--- config.mk ---
export PLATFORM = sky130hd
export DESIGN_NAME = lcs_byte_ram
export DESIGN_NICKNAME = d
export VERILOG_FILES = /design/src/design/lcs_pkg.sv /design/src/design/lcs_byte_ram.sv
export SDC_FILE = /design/constraint.sdc
export NUM_CORES = 1
export LEC_CHECK = 0
export BUFFER_PORTS_ARGS = -buffer_cell sky130_fd_sc_hd__buf_2
export CAP_MARGIN = 20
export CORE_MARGIN = 3
export CORE_UTILIZATION = 60
export DETAILED_ROUTE_END_ITERATION = 8
export PLACE_DENSITY = 0.8
export SYNTH_ARGS = -nofsm -noshare
export SYNTH_HDL_FRONTEND = slang
export SYNTH_SLANG_ARGS = --single-unit
--- constraint.sdc ---
create_clock -name clk -period 3.1 [get_ports clk]
set_clock_uncertainty 0.05 [all_clocks]
set_input_delay 0.31 -clock clk [delete_from_list [all_inputs] [get_ports clk]]
set_output_delay 0.31 -clock clk [all_outputs]
set_load 0.05 [all_outputs]
--- src/design/lcs_pkg.sv ---
// ---------------------------------------------------------------------------
// lcs_pkg
// Shared sizes, function codes and memory request types for the longest
// common subsequence block.
// ---------------------------------------------------------------------------
package lcs_pkg;

  localparam int MAX_LEN = 64;
  localparam int DIM     = MAX_LEN + 1;
  localparam int CELLS   = DIM * DIM;

  localparam int LEN_W   = 7;   // fixed width of the length field
  localparam int IDX_W   = (MAX_LEN > 1) ? $clog2(MAX_LEN) : 1;
  localparam int CELL_W  = $clog2(CELLS);
  localparam int SCORE_W = 7;
  localparam int SYM_W   = 8;

  localparam logic [1:0] FUNC_LOAD_A = 2'd0;
  localparam logic [1:0] FUNC_LOAD_B = 2'd1;
  localparam logic [1:0] FUNC_RUN    = 2'd2;

  typedef struct packed {
    logic             we;
    logic [IDX_W-1:0] waddr;
    logic [SYM_W-1:0] wdata;
    logic             re;
    logic [IDX_W-1:0] raddr;
  } byte_req_t;

  typedef struct packed {
    logic               we;
    logic [CELL_W-1:0]  waddr;
    logic [SCORE_W-1:0] wdata;
    logic               re;
    logic [CELL_W-1:0]  raddr;
  } score_req_t;

endpackage

--- src/design/lcs_byte_ram.sv ---
// ---------------------------------------------------------------------------
// lcs_byte_ram
// Byte store of MAX_LEN entries, one write and one registered read a cycle.
// ---------------------------------------------------------------------------
module lcs_byte_ram (
  input  logic                         clk,
  input  lcs_pkg::byte_req_t           req,
  output logic [lcs_pkg::SYM_W-1:0]    rdata
);
  import lcs_pkg::*;

  logic [SYM_W-1:0] mem [MAX_LEN];

  always_ff @(posedge clk) begin
    if (req.we) begin
      mem[req.waddr] <= req.wdata;
    end
    if (req.re) begin
      rdata <= mem[req.raddr];
    end
  end

endmodule

==> results of run 1 <==
## layout make-up
class	instances	share of cell area, %
flip-flops and latches	520	67.68
multi-input cells	369	18.70
clock buffers	60	5.862
repair buffers	121	4.159
well taps	442	2.397
clock inverters	28	1.204
## cells by family (layout without fill, tap and decap cells)
| group | Yosys count | after routing | synth area share (%) |
|---|---|---|---|
| DFF | 520 | 520 | 77.12 |
| muxes | 162 | 162 | 15.88 |
| and+or+nand+nor | 153 | 153 | 3.374 |
| AOI/OAI and AO/OA | 54 | 54 | 2.064 |
| buffers and inverters | 51 | 209 | 1.563 |
## per-layer routing
layer	wire [µm]	up-vias	share of wire, %	GRT usage [%]
met2	21770	697	48	40.31
li1	-	4175	-	-
met4	1727	0	3.8	8.103
met3	4966	121	11	4.680
met1	17130	5286	38	39.37
met5	0	-	0	0
## state kept, by name, indices dropped and copies added (netlist names)
name and flops:
mem 512, rdata 8
## worst max-delay path by stage
stage / from / endpoint / slack (ns)
floorplan: req[1] / rdata[3] / 0.93
global placement: req[1] / rdata[1] / 0.38
detailed placement: req[0] / rdata[3] / 0.37
CTS: mem[47][1] / rdata[1] / 0.84
global route: req[3] / rdata[6] / 0.76
finish: mem[24][6] / rdata[6] / 0.84
## power by group through the flow
stage	sequential, mW	combinational, mW	clock [mW]
6_report	7.82	0.774	6.07
5_1_grt	7.82	0.819	6.40
4_1_cts	7.82	0.757	6.14
3_5_place_dp	7.97	0.750	0
3_3_place_gp	7.97	0.728	0
2_1_floorplan	7.99	0.415	0
## cells in the mapped netlist (3+ instances only)
| cell | n |
|---|---|
| edfxtp_1 | 520 |
| mux4_2 | 126 |
| nor2_1 | 83 |
| mux2i_1 | 23 |
| nand2_1 | 19 |
| clkbuf_1 | 17 |
| nor2b_1 | 14 |
| buf_4 | 13 |
| mux2_2 | 13 |
| nand3_1 | 13 |
| buf_2 | 11 |
| o221ai_1 | 8 |
| o22ai_1 | 8 |
| nand2b_1 | 7 |
| nor3_1 | 7 |
| a221oi_1 | 6 |
| a211oi_1 | 4 |
| buf_1 | 4 |
| buf_6 | 4 |
| a21oi_1 | 3 |
| a22oi_1 | 3 |
| nand3b_1 | 3 |
| o2111ai_1 | 3 |
| o2bb2ai_1 | 3 |
## critical path, stage by stage (launching register included)
cell      delay, ns
edfxtp_1       0.37
mux4_2         0.48
mux2_2         0.29
o221a_2        0.28
nor3_1         0.39
o32ai_1        0.14
==> flow_metrics.tcl, run 1 <==
set metrics [dict create \
    ant_nets 0 \
    fin_area_um2 23070 \
    clock_sinks 520 \
    fin_crit_sh_pct 72.93 \
    holdBufCountCts 0 \
    internal-power_mw 11.67 \
    yosysWarnings 0 \
    synthArstFlopShare_pct 0 \
    drc 0 \
    min_path_type "input pin to flip-flop" \
    rr_worst_depth 5 \
    layoutNonFillerInstCount 1540 \
    final_cell_mix "520 x edfxtp_1, 126 x mux4_2, 84 x buf_4" \
    hold_viol_final 0 \
    synth_nets 963 \
    drive_gt1_share_pct 30.15 \
    worstReg2RegEnd "rdata[6]" \
    outcome "complete, no violations" \
    ys_types 39 \
    pwr-share-clk_pct 41.4 \
    overflow 0 \
    path_class "flip-flop to flip-flop" \
    holdPathStages 1 \
    num_vias 10280 \
    final_common_cell "edfxtp_1" \
    firstDrtPassIters 5 \
    fmax_ghz 0.4423 \
    dp_cells 1447 \
    grt.total_usage_pct 26.14 \
    fill_cells 1957 \
    cap_violations 0 \
    num-nets-final 1085 \
    multi_input_area_um2 4315 \
    wl_per_cell_um 29.60 \
    fp.coreArea_um2 32870 \
    yosysSeqAreaShare_pct 77.12 \
    routed_wl_mm 45.59 \
    grt_first_pass_wirelength_mm 68.49 \
    rows 66 \
    avgViaCountPerCell 6.675 \
    syn_inst 940 \
    sequentialPowerShare_pct 53.3 \
    start_util_pct 61.60 \
    swShare_pct 20.41 \
    dp_slack_ns 0.3704 \
    relSlewSlack_pct 39.07 \
    worstPathRequired_ns 3.35 \
    cp_max_fo 1 \
    dieArea_um2 35980 \
    routabilityCongestion 0.8425 \
    fin_setup_tns_ns 0 \
    pwr-share-comb_pct 5.3 \
    regArea_um2 15620 \
    cts_root_buffer "clkbuf_16" \
    pin_count 31 \
    synth_seq_cells 520 \
    grt_max_degree 65 \
    p_leak_nw 7.403 \
    switchingPower_mw 2.993 \
    utilization_pct 70.20 \
    hold_end "rdata[4]" \
    vdd_drop_max_uv 452.0 \
    dr.first_iter.drc_count 1550 \
    setup_violations 0 \
    synth_flop_cell "edfxtp_1" \
    maxSlewViolCount 0 \
    clk_pin_slew_ns 0.06 \
    cts_tree "yes" \
    end_kind "flip-flop" \
    hp-start "req[6]" \
    synth_edf_count 520 \
    worst_slack_ns 0.8390 \
    arrival_ns 2.51 \
    synth_area_leaders "edfxtp_1 77%, mux4_2 14%, nor2_1 1.5%, mux2i_1 1.1%, mux2_2 0.72%" \
    hpwlAfterDp_mm 27.65 \
    dpl-instance-area_um2 21340 \
    cp-start-kind "flip-flop" \
    r2r_start "mem[24][6]" \
    whs_ns 0.09133 \
    rrSetupSlack_ns 0.84 \
    grt_antenna_before_repair 0 \
    post-cts-setup-buffer-count 0 \
    grt_pass1_vias 10350 \
    period_minus_slack_ns 2.261 \
    cts_buffers 50 \
    synth_area_per_cell_um2 21.54 \
    powerDensity_nw_per_um2 635.5 \
    ctsHtreeMaxLevel 2 \
    worstMarginPinSlew_ns 0.9139 \
    cts_buffer_depth 3 \
    chipWidth_um 189.7 \
    rsz0062_at_grt "no" \
    synth_top_area_share_pct 77.12 \
    yosysTopAreaCell "edfxtp_1" \
    ctsResizeCount 0 \
    antennaDiodeCount 0 \
    area_growth_pct 13.96 \
    finalPower_mw 14.66 \
    die_h_um 189.7 \
    numPortBuffers 30 \
    syn_area_um2 20250 \
    clk_latency_ns 0.56 \
]
(Power assumes the default switching activity.)
==> inputs of run 2 (changes only) <==
==> constraint.sdc (replaced) <==
create_clock -name clk -period 2.31 [get_ports clk]
set_clock_uncertainty 0.05 [all_clocks]
set_input_delay 0.231 -clock clk [delete_from_list [all_inputs] [get_ports clk]]
set_output_delay 0.231 -clock clk [all_outputs]
set_load 0.05 [all_outputs]
==> flow_metrics.tcl, run 2 (synthesis results as in run 1) <==
set metrics [dict create \
    clk_latency_ns 0.56 \
    cp-start-kind "flip-flop" \
    cts_tree "yes" \
    final_cell_mix "520 x edfxtp_1, 140 x buf_4, 126 x mux4_2" \
    drive_gt1_share_pct 33.13 \
    hpwlAfterDp_mm 29.35 \
    grt_pass1_vias 10680 \
    hold_viol_final 0 \
    regMostFlops "mem" \
    hp-start "req[5]" \
    reg_top3 "mem (512), rdata (8)" \
    final_common_cell "edfxtp_1" \
    cts_buffer_depth 3 \
    start_util_pct 61.60 \
    p_leak_nw 7.632 \
    wl_per_cell_um 28.65 \
    fin_crit_sh_pct 96.94 \
    maxSlewViolCount 0 \
    dr.first_iter.drc_count 1384 \
    cts_root_buffer "clkbuf_16" \
    path_class "flip-flop to flip-flop" \
    min_path_type "input pin to flip-flop" \
    utilization_pct 71.21 \
    vdd_drop_max_uv 699.1 \
    avgViaCountPerCell 6.578 \
    layoutNonFillerInstCount 1601 \
    num-nets-final 1149 \
    grt_first_pass_wirelength_mm 69.61 \
    worstPathRequired_ns 2.55 \
    grt_max_degree 65 \
    clock_sinks 520 \
    r2r_start "mem[2][3]" \
    fmax_ghz 0.4466 \
    period_minus_slack_ns 2.239 \
    setup_violations 0 \
    routed_wl_mm 45.88 \
    die_h_um 189.7 \
    area_growth_pct 15.59 \
    dpl-instance-area_um2 22020 \
    crit_start "mem[2][3]" \
    rsz0062_at_grt "no" \
    firstDrtPassIters 5 \
    powerDensity_nw_per_um2 797.7 \
    drc 0 \
    ant_nets 0 \
    fill_cells 1923 \
    cap_violations 0 \
    num_vias 10530 \
    ctsHtreeMaxLevel 2 \
    routabilityCongestion 0.8917 \
    overflow 0 \
    dieArea_um2 35980 \
    grt_antenna_before_repair 0 \
    numPortBuffers 30 \
    arrival_ns 2.48 \
    end_kind "flip-flop" \
    cts_buffers 49 \
    rows 66 \
    post-cts-setup-buffer-count 0 \
    pin_count 31 \
    chipWidth_um 189.7 \
    fin_area_um2 23400 \
    outcome "complete, no violations" \
    worstMarginPinSlew_ns 0.8114 \
    antennaDiodeCount 0 \
    dp_cells 1516 \
    clk_pin_slew_ns 0.06 \
    fp.coreArea_um2 32870 \
    cp_max_fo 1 \
    relSlewSlack_pct 45.91 \
    largest_reg_flops 512 \
    grt.total_usage_pct 26.52 \
]
[run 2: worst max-delay path, cell delays in order (launching register included)]
cell	delay [ns]
edfxtp_1	0.38
mux4_2	0.50
nor2b_1	0.17
a2111oi_0	0.60
buf_4	0.22
o41ai_1	0.07
[run 2: path summary, 6_finish.rpt]
path | end | slack, ns | cells past startpoint
min | rdata[1] | 0.18 | 3
min reg2reg | rdata[7] | 0.92 | 4
max reg2reg | rdata[3] | 0.07 | 5
max | rdata[3] | 0.07 | 5
[run 2: metal layers]
metal  vias to the layer above  share of wire (%)  GRT usage (%)
li1                       4304                  -              -
met1                      5385                 37          38.23
met2                       718                 48          42.01
met3                       124                 11          5.049
met4                         0                3.8          9.070
met5                         -                  0              0
[run 2: power by group]
group / total (mW) / internal, mW / leakage, nW / switching [mW]
clock: 7.03 / 3.88 / 0.674 / 3.15
sequential: 10.5 / 10.5 / 4.69 / 0.0311
combinational: 1.14 / 0.471 / 2.27 / 0.671
total: 18.7 / 14.8 / 7.63 / 3.86
[run 2: area by class of cell]
class	instances	area (µm²)	area share [%]
clock buffers	65	1286	5.496
clock inverters	19	82.58	0.3528
multi-input cells	369	4317	18.44
flip-flops and latches	520	15620	66.72
well taps	442	553.0	2.363
repair buffers	186	1550	6.624
[run 2: what timing repair did]
item / in CTS / in global routing
setup endpoints to repair: 0 / 1
gates resized for setup: 0 / 1
hold buffers: 1 / 0
hold endpoints to repair: 8 / 0
[run 2: per-stage QoR]
stage / power (mW) / worst slack, ns / setup TNS (ns) / hold WS [ns]
final: 18.67 / 0.07065 / 0 / 0.1812
after detailed placement: 11.81 / -0.2948 / -1.035 / 0.5619
after floorplan: 11.28 / 0.2227 / 0 / 0.2799
after global routing: 19.18 / 0.08396 / 0 / 0.2019
after CTS: 18.74 / 0.02426 / 0 / 0.1607
after global placement: 11.78 / -0.3366 / -0.9201 / 0.5669
